<file path="src/hdl/string_to_integer_parser_defines.svh">
// Assertion macros for the string to integer parser.
// Included by the top level; expects signals clk and rst in scope.
`ifndef STRING_TO_INTEGER_PARSER_DEFINES_SVH
`define STRING_TO_INTEGER_PARSER_DEFINES_SVH

// Same-cycle implication, disabled during reset.
`define S2I_ASSERT_IMPL(label, ante, cons, msg) \
  label: assert property (@(posedge clk) disable iff (rst) (ante) |-> (cons)) \
    else $error(msg);

// Next-cycle implication, disabled during reset.
`define S2I_ASSERT_NEXT(label, ante, cons, msg) \
  label: assert property (@(posedge clk) disable iff (rst) (ante) |=> (cons)) \
    else $error(msg);

`endif

</file>
<file path="src/hdl/s2i_pkg.sv">
// Shared types and constants of the string to integer parser.
// Used by every module of the block but s2i_queue; depends on nothing.
package s2i_pkg;

  localparam int CH_W            = 8;
  localparam int BASE_W          = 6;
  localparam int VALUE_W         = 64;
  localparam int CFG_INDEX_W     = 1;
  localparam int CFG_DATA_W      = BASE_W;
  localparam int OFFSET_BITS_DEF = 16;
  localparam int QUEUE_DEPTH     = 2;

  localparam logic [BASE_W-1:0] BASE_RESET = BASE_W'(10);
  localparam logic [BASE_W-1:0] DEC_BASE   = BASE_W'(10);
  localparam logic [BASE_W-1:0] OCT_BASE   = BASE_W'(8);
  localparam logic [BASE_W-1:0] HEX_BASE   = BASE_W'(16);
  localparam logic [BASE_W-1:0] MAX_BASE   = BASE_W'(36);
  localparam logic [BASE_W-1:0] AUTO_BASE  = BASE_W'(0);
  localparam logic [BASE_W-1:0] BAD_BASE   = BASE_W'(1);

  localparam logic [VALUE_W-1:0] ALL_ONES  = {VALUE_W{1'b1}};
  localparam logic [VALUE_W-1:0] NEG_LIMIT = 64'h8000_0000_0000_0000;
  localparam logic [VALUE_W-1:0] POS_LIMIT = 64'h7FFF_FFFF_FFFF_FFFF;

  // Configuration register indexes.
  localparam logic [CFG_INDEX_W-1:0] REG_NUMBER_BASE = 1'b0;
  localparam logic [CFG_INDEX_W-1:0] REG_SIGNED_MODE = 1'b1;

  // Parse phases of one string.
  typedef enum logic [2:0] {
    PH_SPACE,
    PH_SIGN,
    PH_ZERO,
    PH_XPFX,
    PH_DIGITS,
    PH_DONE
  } phase_t;

  // One character after classification by the front end.
  typedef struct packed {
    logic              last;
    logic              is_space;
    logic              is_minus;
    logic              is_plus;
    logic              is_zero;
    logic              is_x;
    logic              is_alnum;
    logic [BASE_W-1:0] digit;
  } class_t;

  // Final parse state of one string, handed to the result stage.
  typedef struct packed {
    logic [VALUE_W-1:0] magnitude;
    logic               is_negative;
    logic               saturated;
    logic               any_digit;
    logic               signed_mode;
  } summary_t;

endpackage

</file>
<file path="src/hdl/s2i_queue.sv">
// Small first-in first-out queue built from registers.
// Generic; depends on nothing but its parameters.
module s2i_queue #(
  parameter int WIDTH = 8,
  parameter int DEPTH = 2
) (
  input  logic             clk,
  input  logic             rst,
  input  logic             push,
  input  logic [WIDTH-1:0] wdata,
  output logic             full,
  input  logic             pop,
  output logic [WIDTH-1:0] rdata,
  output logic             empty
);
  localparam int ADDR_W = (DEPTH > 1) ? $clog2(DEPTH) : 1;

  logic [WIDTH-1:0] mem [DEPTH];
  logic [ADDR_W-1:0] wr_ptr;
  logic [ADDR_W-1:0] rd_ptr;
  logic [ADDR_W:0]   count;
  logic              do_push;
  logic              do_pop;

  assign full    = (count == (ADDR_W+1)'(DEPTH));
  assign empty   = (count == '0);
  assign do_push = push && !full;
  assign do_pop  = pop && !empty;
  assign rdata   = mem[rd_ptr];

  // Storage is written at the tail; it needs no reset.
  always_ff @(posedge clk) begin
    if (do_push) begin
      mem[wr_ptr] <= wdata;
    end
  end

  // Pointers wrap at the depth; the count tells full from empty.
  always_ff @(posedge clk) begin
    if (rst) begin
      wr_ptr <= '0;
      rd_ptr <= '0;
      count  <= '0;
    end else begin
      if (do_push) begin
        wr_ptr <= (wr_ptr == ADDR_W'(DEPTH - 1)) ? '0 : wr_ptr + 1'b1;
      end
      if (do_pop) begin
        rd_ptr <= (rd_ptr == ADDR_W'(DEPTH - 1)) ? '0 : rd_ptr + 1'b1;
      end
      if (do_push && !do_pop) begin
        count <= count + 1'b1;
      end else if (do_pop && !do_push) begin
        count <= count - 1'b1;
      end
    end
  end

endmodule

</file>
<file path="src/hdl/s2i_front.sv">
// Front end: classifies each incoming character for the parse engine.
// Depends on s2i_pkg for the class word layout.
module s2i_front (
  input  logic [s2i_pkg::CH_W-1:0] ch,
  input  logic                     last,
  output s2i_pkg::class_t          cls
);
  import s2i_pkg::*;

  // Decode whitespace, sign, prefix characters and the digit value.
  always_comb begin
    cls          = '0;
    cls.last     = last;
    cls.is_space = (ch == 8'h20) || ((ch >= 8'h09) && (ch <= 8'h0D));
    cls.is_minus = (ch == 8'h2D);
    cls.is_plus  = (ch == 8'h2B);
    cls.is_zero  = (ch == 8'h30);
    cls.is_x     = (ch == 8'h78) || (ch == 8'h58);
    if ((ch >= 8'h30) && (ch <= 8'h39)) begin
      cls.is_alnum = 1'b1;
      cls.digit    = BASE_W'(ch - 8'h30);
    end else if ((ch >= 8'h61) && (ch <= 8'h7A)) begin
      cls.is_alnum = 1'b1;
      cls.digit    = BASE_W'(ch - 8'h57);
    end else if ((ch >= 8'h41) && (ch <= 8'h5A)) begin
      cls.is_alnum = 1'b1;
      cls.digit    = BASE_W'(ch - 8'h37);
    end
  end

endmodule

</file>
<file path="src/hdl/s2i_back.sv">
// Parse engine: runs the phase machine and the digit accumulator.
// Depends on s2i_pkg for the phase, class and summary types.
module s2i_back #(
  parameter int OFFSET_BITS = s2i_pkg::OFFSET_BITS_DEF
) (
  input  logic                       clk,
  input  logic                       rst,
  input  logic                       valid,
  input  s2i_pkg::class_t            cls,
  input  logic                       stall,
  input  logic [s2i_pkg::BASE_W-1:0] number_base,
  input  logic                       signed_mode,
  output logic                       take,
  output logic                       done,
  output s2i_pkg::summary_t          summary,
  output logic [OFFSET_BITS-1:0]     end_pos
);
  import s2i_pkg::*;

  localparam int PROD_W = VALUE_W + BASE_W;

  phase_t               phase;
  phase_t               phase_next;
  logic                 is_negative;
  logic                 is_negative_next;
  logic [VALUE_W-1:0]   magnitude;
  logic [VALUE_W-1:0]   magnitude_next;
  logic [BASE_W-1:0]    active_base;
  logic [BASE_W-1:0]    active_base_next;
  logic [OFFSET_BITS-1:0] char_position;
  logic [OFFSET_BITS-1:0] char_position_next;
  logic [OFFSET_BITS-1:0] digit_end;
  logic [OFFSET_BITS-1:0] digit_end_next;
  logic                 saturated;
  logic                 saturated_next;
  logic                 any_digit;
  logic                 any_digit_next;

  logic              start_sel;
  logic              base_bad;
  logic              zero_pfx;
  logic [BASE_W-1:0] start_base;
  logic              dig_ok_start;
  logic              dig_ok_active;
  logic              acc_en;
  logic [BASE_W-1:0] acc_base;
  logic [PROD_W-1:0] prod;
  logic              prod_ovf;

  assign take = valid && !stall;
  assign done = take && cls.last;

  // Decisions shared by the phase machine and the datapath.
  always_comb begin
    start_sel     = ((phase == PH_SPACE) && !cls.is_space && !cls.is_minus
                     && !cls.is_plus) || (phase == PH_SIGN);
    base_bad      = (number_base == BAD_BASE) || (number_base > MAX_BASE);
    zero_pfx      = ((number_base == AUTO_BASE) || (number_base == HEX_BASE))
                    && cls.is_zero;
    start_base    = (number_base == AUTO_BASE) ? DEC_BASE : number_base;
    dig_ok_start  = cls.is_alnum && (cls.digit < start_base);
    dig_ok_active = cls.is_alnum && (cls.digit < active_base);
  end

  // Next phase of the parse; the closing character restarts it.
  always_comb begin
    phase_next = phase;
    case (phase)
      PH_SPACE, PH_SIGN: begin
        if ((phase == PH_SPACE) && cls.is_space) begin
          phase_next = PH_SPACE;
        end else if ((phase == PH_SPACE) && (cls.is_minus || cls.is_plus)) begin
          phase_next = PH_SIGN;
        end else if (base_bad) begin
          phase_next = PH_DONE;
        end else if (zero_pfx) begin
          phase_next = PH_ZERO;
        end else begin
          phase_next = dig_ok_start ? PH_DIGITS : PH_DONE;
        end
      end
      PH_ZERO: begin
        if (cls.is_x) begin
          phase_next = PH_XPFX;
        end else begin
          phase_next = dig_ok_active ? PH_DIGITS : PH_DONE;
        end
      end
      PH_XPFX, PH_DIGITS: begin
        phase_next = dig_ok_active ? PH_DIGITS : PH_DONE;
      end
      default: begin
        phase_next = PH_DONE;
      end
    endcase
    if (cls.last) begin
      phase_next = PH_SPACE;
    end
  end

  // One multiply-add by the radix per character, with overflow detect.
  always_comb begin
    acc_base = start_sel ? start_base : active_base;
    acc_en   = (start_sel && !base_bad && !zero_pfx && dig_ok_start)
               || ((((phase == PH_ZERO) && !cls.is_x) || (phase == PH_XPFX)
                    || (phase == PH_DIGITS)) && dig_ok_active);
    prod     = PROD_W'(magnitude) * PROD_W'(acc_base) + PROD_W'(cls.digit);
    prod_ovf = |prod[PROD_W-1:VALUE_W];
  end

  // Datapath updates for the accepted character.
  always_comb begin
    char_position_next = (&char_position) ? char_position : char_position + 1'b1;
    is_negative_next   = is_negative;
    magnitude_next     = magnitude;
    active_base_next   = active_base;
    digit_end_next     = digit_end;
    saturated_next     = saturated;
    any_digit_next     = any_digit;
    if ((phase == PH_SPACE) && cls.is_minus) begin
      is_negative_next = 1'b1;
    end
    if (start_sel && !base_bad) begin
      if (zero_pfx) begin
        active_base_next = (number_base == AUTO_BASE) ? OCT_BASE : HEX_BASE;
        any_digit_next   = 1'b1;
        digit_end_next   = char_position_next;
      end else begin
        active_base_next = start_base;
      end
    end
    if ((phase == PH_ZERO) && cls.is_x) begin
      active_base_next = HEX_BASE;
    end
    if (acc_en) begin
      magnitude_next = prod_ovf ? ALL_ONES : prod[VALUE_W-1:0];
      saturated_next = saturated || prod_ovf;
      any_digit_next = 1'b1;
      digit_end_next = char_position_next;
    end
  end

  // Final state of the string goes to the result stage.
  always_comb begin
    summary.magnitude   = magnitude_next;
    summary.is_negative = is_negative_next;
    summary.saturated   = saturated_next;
    summary.any_digit   = any_digit_next;
    summary.signed_mode = signed_mode;
    end_pos             = digit_end_next;
  end

  // Parse state; cleared by reset and after every closing character.
  always_ff @(posedge clk) begin
    if (rst || done) begin
      phase         <= PH_SPACE;
      is_negative   <= 1'b0;
      magnitude     <= '0;
      active_base   <= '0;
      char_position <= '0;
      digit_end     <= '0;
      saturated     <= 1'b0;
      any_digit     <= 1'b0;
    end else if (take) begin
      phase         <= phase_next;
      is_negative   <= is_negative_next;
      magnitude     <= magnitude_next;
      active_base   <= active_base_next;
      char_position <= char_position_next;
      digit_end     <= digit_end_next;
      saturated     <= saturated_next;
      any_digit     <= any_digit_next;
    end
  end

endmodule

</file>
<file path="src/hdl/s2i_finish.sv">
// Result stage: applies sign, saturation and clamping to a parsed string.
// Depends on s2i_pkg for the summary type and limit constants.
module s2i_finish #(
  parameter int OFFSET_BITS = s2i_pkg::OFFSET_BITS_DEF
) (
  input  logic                   clk,
  input  logic                   rst,
  input  logic                   load,
  input  s2i_pkg::summary_t      summary,
  input  logic [OFFSET_BITS-1:0] end_pos,
  input  logic                   out_full,
  output logic                   hold,
  output logic                   push,
  output logic [s2i_pkg::VALUE_W+OFFSET_BITS+1:0] word
);
  import s2i_pkg::*;

  logic                   fin_valid;
  summary_t               sum_q;
  logic [OFFSET_BITS-1:0] end_q;
  logic [VALUE_W-1:0]     neg_mag;
  logic [VALUE_W-1:0]     value;
  logic                   overflowed;

  assign hold = fin_valid && out_full;
  assign push = fin_valid && !out_full;

  // The stage holds one string until the result queue takes it.
  always_ff @(posedge clk) begin
    if (rst) begin
      fin_valid <= 1'b0;
    end else begin
      fin_valid <= load || hold;
    end
  end

  always_ff @(posedge clk) begin
    if (load) begin
      sum_q <= summary;
      end_q <= end_pos;
    end
  end

  // Select the value: plain, negated, all ones, or a signed limit.
  always_comb begin
    neg_mag    = (~sum_q.magnitude) + 1'b1;
    value      = '0;
    overflowed = 1'b0;
    if (!sum_q.any_digit) begin
      value = '0;
    end else if (sum_q.signed_mode) begin
      if (sum_q.is_negative) begin
        if (sum_q.saturated || (sum_q.magnitude[VALUE_W-1]
                                && |sum_q.magnitude[VALUE_W-2:0])) begin
          value      = NEG_LIMIT;
          overflowed = 1'b1;
        end else begin
          value = neg_mag;
        end
      end else begin
        if (sum_q.saturated || sum_q.magnitude[VALUE_W-1]) begin
          value      = POS_LIMIT;
          overflowed = 1'b1;
        end else begin
          value = sum_q.magnitude;
        end
      end
    end else begin
      if (sum_q.saturated) begin
        value      = ALL_ONES;
        overflowed = 1'b1;
      end else begin
        value = sum_q.is_negative ? neg_mag : sum_q.magnitude;
      end
    end
  end

  assign word = {value, (sum_q.any_digit ? end_q : {OFFSET_BITS{1'b0}}),
                 sum_q.any_digit, overflowed};

endmodule

</file>
<file path="src/hdl/string_to_integer_parser.sv">
// Top level of the string to integer parser: registers, queues and stages.
// Depends on s2i_pkg, s2i_front, s2i_queue, s2i_back, s2i_finish and the defines header.
//
//   channel   direction  handshake             word
//   input     in         push / full           ch, last
//   result    out        pop / empty           value, end_offset, found_digits, overflowed
//   config    in         cfg_write             cfg_index, cfg_data
//
// One character is taken every cycle while the result stage is not holding;
// the parse engine does one radix multiply-add per character, which sets that rate.
// A result passes through the result stage register and the result queue to the output ports.
// Reset clears the registers to base 10 unsigned and empties both queues.
// A stalled result side holds the parse engine; the character queue absorbs it until it is full.
`include "string_to_integer_parser_defines.svh"

module string_to_integer_parser #(
  parameter int OFFSET_BITS = s2i_pkg::OFFSET_BITS_DEF
) (
  input  logic                           clk,
  input  logic                           rst,
  input  logic                           push,
  output logic                           full,
  input  logic [s2i_pkg::CH_W-1:0]       ch,
  input  logic                           last,
  output logic                           empty,
  input  logic                           pop,
  output logic [s2i_pkg::VALUE_W-1:0]    value,
  output logic [OFFSET_BITS-1:0]         end_offset,
  output logic                           found_digits,
  output logic                           overflowed,
  input  logic                           cfg_write,
  input  logic [s2i_pkg::CFG_INDEX_W-1:0] cfg_index,
  input  logic [s2i_pkg::CFG_DATA_W-1:0] cfg_data
);
  import s2i_pkg::*;

  localparam int CLS_W = $bits(class_t);
  localparam int OUT_W = VALUE_W + OFFSET_BITS + 2;

  logic [BASE_W-1:0]      number_base;
  logic                   signed_mode;
  class_t                 front_cls;
  logic [CLS_W-1:0]       mid_rdata;
  logic                   mid_empty;
  logic                   back_take;
  logic                   back_done;
  summary_t               back_sum;
  logic [OFFSET_BITS-1:0] back_end;
  logic                   fin_hold;
  logic                   fin_push;
  logic [OUT_W-1:0]       fin_word;
  logic                   out_full;
  logic [OUT_W-1:0]       out_rdata;

  // Configuration registers.
  always_ff @(posedge clk) begin
    if (rst) begin
      number_base <= BASE_RESET;
      signed_mode <= 1'b0;
    end else if (cfg_write) begin
      case (cfg_index)
        REG_NUMBER_BASE: number_base <= cfg_data;
        REG_SIGNED_MODE: signed_mode <= cfg_data[0];
        default: ;
      endcase
    end
  end

  // Front end and the character queue.
  s2i_front u_front (
    .ch   (ch),
    .last (last),
    .cls  (front_cls)
  );

  s2i_queue #(
    .WIDTH (CLS_W),
    .DEPTH (QUEUE_DEPTH)
  ) u_mid_queue (
    .clk   (clk),
    .rst   (rst),
    .push  (push),
    .wdata (front_cls),
    .full  (full),
    .pop   (back_take),
    .rdata (mid_rdata),
    .empty (mid_empty)
  );

  // Parse engine.
  s2i_back #(
    .OFFSET_BITS (OFFSET_BITS)
  ) u_back (
    .clk         (clk),
    .rst         (rst),
    .valid       (!mid_empty),
    .cls         (class_t'(mid_rdata)),
    .stall       (fin_hold),
    .number_base (number_base),
    .signed_mode (signed_mode),
    .take        (back_take),
    .done        (back_done),
    .summary     (back_sum),
    .end_pos     (back_end)
  );

  // Result stage and result queue.
  s2i_finish #(
    .OFFSET_BITS (OFFSET_BITS)
  ) u_finish (
    .clk      (clk),
    .rst      (rst),
    .load     (back_done),
    .summary  (back_sum),
    .end_pos  (back_end),
    .out_full (out_full),
    .hold     (fin_hold),
    .push     (fin_push),
    .word     (fin_word)
  );

  s2i_queue #(
    .WIDTH (OUT_W),
    .DEPTH (QUEUE_DEPTH)
  ) u_out_queue (
    .clk   (clk),
    .rst   (rst),
    .push  (fin_push),
    .wdata (fin_word),
    .full  (out_full),
    .pop   (pop),
    .rdata (out_rdata),
    .empty (empty)
  );

  assign value        = out_rdata[OUT_W-1 -: VALUE_W];
  assign end_offset   = out_rdata[OFFSET_BITS+1:2];
  assign found_digits = out_rdata[1];
  assign overflowed   = out_rdata[0];

  // A word with no digits is all zero.
  `S2I_ASSERT_IMPL(a_no_digit_zero, !empty && !found_digits, (value == '0) && (end_offset == '0) && !overflowed, "result without digits is not zero")
  // Overflow only ever comes with digits.
  `S2I_ASSERT_IMPL(a_ovf_has_digits, !empty && overflowed, found_digits, "overflow reported without digits")
  // A held result is not lost while the result queue is full.
  `S2I_ASSERT_NEXT(a_hold_keeps, fin_hold, fin_hold || fin_push, "held result dropped")
  // The parse engine never takes a character while the result stage holds.
  `S2I_ASSERT_IMPL(a_no_take_on_hold, fin_hold, !back_take, "character taken while result held")

endmodule

</file>
<file path="config.mk">
export PLATFORM = sky130hd
export DESIGN_NAME = string_to_integer_parser
export DESIGN_NICKNAME = d
export VERILOG_FILES = /design/src/hdl/s2i_pkg.sv /design/src/hdl/s2i_queue.sv /design/src/hdl/s2i_front.sv /design/src/hdl/s2i_back.sv /design/src/hdl/s2i_finish.sv /design/src/hdl/string_to_integer_parser.sv
export VERILOG_INCLUDE_DIRS = /design/src /design/src/hdl
export SDC_FILE = /design/constraint.sdc
export NUM_CORES = 2
export LEC_CHECK = 0
export BUFFER_PORTS_ARGS = -buffer_cell sky130_fd_sc_hd__buf_2
export CAP_MARGIN = 20
export CORE_MARGIN = 2
export CORE_UTILIZATION = 58
export DETAILED_ROUTE_END_ITERATION = 6
export PLACE_DENSITY = 0.78
export RECOVER_POWER = 100
export SYNTH_ARGS = -nofsm -noshare
export SYNTH_HDL_FRONTEND = slang
export SYNTH_SLANG_ARGS = --single-unit
export TNS_END_PERCENT = 20
</file>
<file path="constraint.sdc">
create_clock -name clk -period 7.5 [get_ports clk]
set_clock_uncertainty 0.05 [all_clocks]
set_input_delay 0.375 -clock clk [delete_from_list [all_inputs] [get_ports clk]]
set_output_delay 0.375 -clock clk [all_outputs]
set_load 0.05 [all_outputs]
</file>
Word level (Yosys, flattened, before mapping) --
Memories as Yosys holds them, arrays and structs flattened. A register that Yosys moved wholly into a read port is not among the register bits. Cells that the tools add are included.
Storage, ports and cells: memories kept 2, flip-flop bits (word level) 208, output and inout port bits 84, memory bits (writable) 190, word-level logic and storage cells 202, input bits 21
Operators by class: multiplexer cells 59, $mul 1, $lt $le $gt $ge 11, bitwise gates (word level) 2, reduce and logical (&&, ||, !) cells 76, equal/unequal tests 14, add/sub/neg operators 14
Memories:
- u_out_queue.mem | words 2, width 82, read ports 1, clocked after Yosys merged registers in 1, wr ports 1, line s2i_queue.sv:18 | logic [WIDTH-1:0] mem [DEPTH];
- u_mid_queue.mem | words 2, width 13, read ports 1, clocked after Yosys merged registers in 1, wr ports 1, line s2i_queue.sv:18
Operators by type and width (number):
- $mux 64 | 9
- $mux 16 | 5
- $add 70x6->70 | 1
- $mul 64x6->70 | 1
- $add 64x1->64 const B | 1
- $not 64->64 | 1
- $reduce_or 63->1 | 1
- $eq 8x6->1 const B | 4
- $logic_and 1x1->1 | 32
- $mux 6 | 5
- $mux 1 | 25
- $mux 7 | 3
- $mux 3 | 6
- $add 16x1->16 const B | 1
- $eq 8x7->1 const B | 2
- $ge 8x7->1 const B | 2
- $le 8x7->1 const B | 2
- $reduce_and 16->1 | 1
- $logic_not 1->1 | 15
- $logic_or 1x1->1 | 14
- $lt 6x6->1 | 2
- $sub 6x6->6 const B | 2
- $pmux 3 s3 | 1
- $ge 8x4->1 const B | 1
- 24 further kinds | 40

Logic depth before layout (Yosys ltp) --
depth after elaboration 11, gate-level depth with buffers 30, gate-level depth less buffers 25

Cells and area by module --
From an unflattened synthesis, not the netlist that was laid out.
Unflattened totals: cells, all modules 3076, area, all modules 31564.0 um^2
Modules (own cells, without submodules):
- s2i_back | times used 1, area each 18474.0 um^2, cells each 2148, sequential area each 2162.1 um^2
- s2i_queue at u_out_queue | times used 1, area each 6130.9 um^2, cells each 280, sequential area each 5024.8 um^2
- s2i_finish | times used 1, area each 5019.8 um^2, cells each 487, sequential area each 2542.4 um^2
- s2i_queue at u_mid_queue | times used 1, area each 1149.9 um^2, cells each 65, sequential area each 880.8 um^2
- s2i_front | times used 1, area each 485.5 um^2, cells each 65, sequential area each 0.0 um^2
- string_to_integer_parser | times used 1, area each 304.0 um^2, cells each 31, sequential area each 140.1 um^2

Worst setup path after synthesis --
Ideal clock, no wire load.
kind register to register, start point register with a tool-made name, end point register u_finish.sum_q[2] (netlist name), data pin, period minus slack after synthesis 7.585 ns, path slack -0.085 ns, data arrival time 7.277 ns, setup time 0.259 ns, buffers on the path 6, required time 7.191 ns, cell stages (with the launch flop) 27, cell sequence dfxtp_1 -> clkbuf_1 -> buf_1 -> a211oi_1 -> nor2_1 -> mux2i_1 -> clkbuf_1 -> nand2b_1 -> fa_1 -> fa_1 -> inv_1 -> fa_1 -> fa_1 -> ha_1 -> o21ai_0 -> o21ai_0 -> a21oi_1 -> o41ai_1 -> a21oi_1 -> o41ai_2 -> nand3_1 -> o311ai_1 -> and4b_1 -> buf_2 -> buf_6 -> buf_2 -> o21bai_1
RTL lines:
- end signal: assignment | line s2i_finish.sv:39 | sum_q <= summary;
- end: declaration | line s2i_finish.sv:19 | summary_t sum_q;

==> run_results.csv <==
group,metric,value,unit
status,status,"finished, violations left",
layout,drive_above_1_share,0.08663,
setup_path,r2r_end,"u_finish.sum_q[59]$_DFFE_PP_",
placement,hpwl,59.23,mm
yosys,synth-seq-area-share,0.3402,
power_and_ir_drop,p_comb_frac,0.376,
yosys,yosys_warnings,0,
floorplan,core,53810,µm²
yosys,ys_top_cells_by_count,"nor2b_1 (382), edfxtp_1 (274), nor2_1 (265)",
setup_path,r2r_start,"u_mid_queue.mem[0][10]$_DFFE_PP_",
power_and_ir_drop,swShare,0.4036,
layout,num-fill-cells,4270,
timing,maxSlewHeadroom,-1.964,
setup_path,critical_path_class,"register to register",
floorplan,io_pins,105,
placement,dp_cells,3835,
power_and_ir_drop,powerDensity,248.7,nW/µm²
setup_path,required,7.69,ns
status,violations,"DRC, capacitance limit, slew limit",
power_and_ir_drop,internal_power,5.103,mW
floorplan,die_y,237.4,µm
grt,grt_pass1_wl,127.7,mm
power_and_ir_drop,total_power,8.557,mW
layout,nets,3644,
timing,max_slew.worst_pin.slew,4.447,ns
setup_path,worst_path_most_repeated_cell,"buf_4",
routing,drt_first_pass_iters,7,
yosys,synthCells,3162,
routing,via_per_inst,6.198,
floorplan,die_area,56370,µm²
grt,grt_max_degree,113,
layout,num_antenna_cells,0,
setup_path,worstSetupStartpointType,"register",
yosys,synth_flop_cell,"edfxtp_1",
setup_path,cp.arrival,7.52,ns
grt,antenna_found_initial,0,
layout,stdcell_count,3928,
routing,avgRoutedWirePerCell,20.69,µm
min_path,hold_class,"input port to register",
floorplan,core.rowCount,85,
timing,hold_viol_final,0,
timing,period_minus_slack,7.331,ns
timing,setup_tns,0,ns
yosys,syn_avg_cell_area,9.995,µm²
yosys,ys_ff_latch,400,
min_path,whs_endpoint,"number_base[0]$_SDFFE_PP0P_",
yosys,yosysMostFrequentCell,"nor2b_1",
power_and_ir_drop,p_leak,13.39,nW
setup_path,slowest_delay,0.54,ns
yosys,synth-async-reset-ratio,0,
power_and_ir_drop,p_sw,3.454,mW
grt,grt_pass1_vias,24260,
clock_tree,clockBufferDepth,3,
floorplan,die_w,237.4,µm
run,maxCapViolations,9,
timing,whs,0.03104,ns
routing,drtAntennaViolNets,0,
yosys,yosys.area.top_type,"edfxtp_1",
grt,met3_usage,0.06410,
grt,grt.total_usage,0.2795,
placement,dp_slack,-0.02012,ns
yosys,synth-edff-count,274,
clock_tree,h-tree-depth,2,
clock_tree,path_clk_slew,0.06,ns
min_path,holdPathStages,3,
placement,numPortBuffers,104,
timing,worst_slack,0.1694,ns
layout,syn_to_final_growth,8.861,%
clock_tree,cts-root-buf,"clkbuf_16",
min_path,min-delay-start,"cfg_data[0]",
grt,grt.met2_usage,0.4483,
timing,drv_slew,481,
grt,met1_usage,0.3876,
routing,drc,6,
routing,vias,24350,
routing,drt-initial-drc-count,2436,
yosys,netlist_area,31600,µm²
clock_tree,cts_tree,"built",
yosys,synth_nets,3605,
power_and_ir_drop,vdd_drop_max,0.1881,mV
grt,busiest_layer,"met2",
timing,period_share,0.9774,
setup_path,worst_setup_path_end_kind,"register",
routing,drt_wl_total,81.28,mm
clock_tree,numClockSinks,400,
power_and_ir_drop,clock_power_share,0.235,
power_and_ir_drop,pwr-share-seq,0.389,
clock_tree,cts_buffers,39,
timing,fmax,136.4,MHz
timing,finalSetupViolCount,0,
yosys,synth_top_area_frac,0.2604,
setup_path,r2r_slack,0.17,ns
yosys,netlist_top_cells_area,"edfxtp_1 (26%), fa_1 (16%), dfxtp_1 (8.0%), nor2b_1 (7.6%), ha_1 (6.7%)",
placement,finalWeightedCongestion,0.9952,
setup_path,r2r_cells,26,
grt,grt_overflow,0,
floorplan,start_util,0.5873,
setup_path,slowest_stage,"fa_1",
clock_tree,clk_latency,0.56,ns
setup_path,worstPathMaxFanout,31,
yosys,synthDistinctLibCells,79,
-- registers in the layout, indices dropped and copies added, names as in the netlist, 2 cells and up, named ones only --
signal,count
number_base,6
u_back.active_base,6
u_back.char_position,16
u_back.digit_end,16
u_back.magnitude,64
u_back.phase,3
u_finish.end_q,16
u_finish.sum_q,67
u_mid_queue.count,2
u_mid_queue.mem,26
u_out_queue.count,2
u_out_queue.mem,164
-- critical path, delay by kind of cell (launching register included) --
family	cells	cell delay, ns
adder cells (fa/ha/maj)	5	2.27
flip-flops	1	0.40
AND/OR/NAND/NOR	7	1.74
multiplexers	1	0.28
buffers and inverters	6	1.16
AO/OA/AOI/OAI	7	1.08
-- routing by layer --
layer	part of all wire	vias up
li1	-	11280
met1	0.42	11850
met2	0.46	1056
met3	0.094	152
met4	0.025	0
met5	0	-
-- cells in the final DEF, fill, tap and decap left out, types with 15 or more instances in the layout --
master	n
a31oi_1	140
and3_1	15
nor4_1	15
a211oi_1	30
fa_1	252
clkbuf_16	43
o21ai_0	186
nand2_1	162
mux2_2	83
dfxtp_1	125
ha_1	168
clkbuf_1	95
xnor2_1	74
xor2_1	61
edfxtp_1	274
inv_1	91
a21oi_1	195
nor2b_1	382
nand2b_1	29
nor2_1	262
nor3_1	56
o22ai_1	20
or3_1	22
mux2_1	17
nand3_1	36
and2_0	17
buf_4	49
buf_2	27
nand4_1	32
a21o_1	23
-- kinds of logic (layout without fill, tap and decap cells) --
group,count (synthesis),after routing,synth area share
compound gates,725,725,0.1386
xor+xnor,136,136,0.03769
flops,400,400,0.3402
simple gates,1083,1084,0.1799
mux,116,116,0.04070
fa+ha+maj,422,422,0.2269
buf+inv,280,349,0.03599
-- area by class of cell --
type | count | area, µm² | share of cell area
Multi-Input combinational cell | 2483 | 19910 | 0.5787
Sequential cell | 400 | 10750 | 0.3125
Timing Repair Buffer | 184 | 1201 | 0.03491
Clock buffer | 50 | 1047 | 0.03044
Tap cell | 696 | 870.8 | 0.02531
Inverter | 93 | 349.1 | 0.01015
Clock inverter | 22 | 272.8 | 0.007928
-- what timing repair did --
item	CTS	global route
cloned	0	5
hold buffers	5	0
endpoints found under the setup margin	62	126
endpoints found under the hold margin	6	0
setup buffers	0	12
pin swaps	0	5
gates resized for setup	1	27
-- per-stage QoR --
| stage | area, µm² | utilization |
|---|---|---|
| floorplan | 31610 | - |
| global placement | 32900 | 0.6113 |
| detailed placement | 32900 | 0.6113 |
| CTS | 34250 | 0.6365 |
| global route | 34400 | 0.6393 |
| finish | 34400 | 0.6393 |
-- power groups by stage --
stage / sequential (mW) / clock, mW / combinational, mW
final: 3.33 / 2.01 / 3.21
after global routing: 3.37 / 2.12 / 3.47
after CTS: 3.28 / 2.04 / 3.17
after detailed placement: 3.33 / 0 / 3.15
after global placement: 3.31 / 0 / 3.07
after floorplan: 3.18 / 0 / 2.38
-- worst max path at each step --
stage | from | end | slack (ns) | cells past startpoint
5_1_grt | u_mid_queue.mem[0][10]$_DFFE_PP_ | u_finish.sum_q[59]$_DFFE_PP_ | -0.09 | 25
3_5_place_dp | register | u_finish.sum_q[45]$_DFFE_PP_ | -0.02 | 24
4_1_cts | register | u_finish.sum_q[45]$_DFFE_PP_ | 0.02 | 24
6_report | u_mid_queue.mem[0][10]$_DFFE_PP_ | u_finish.sum_q[59]$_DFFE_PP_ | 0.17 | 26
3_3_place_gp | register | u_finish.sum_q[54]$_DFFE_PP_ | 0.07 | 24
2_1_floorplan | register | u_finish.sum_q[2]$_DFFE_PP_ | 0.06 | 26
No activity file was read; power rests on OpenSTA's default activity.
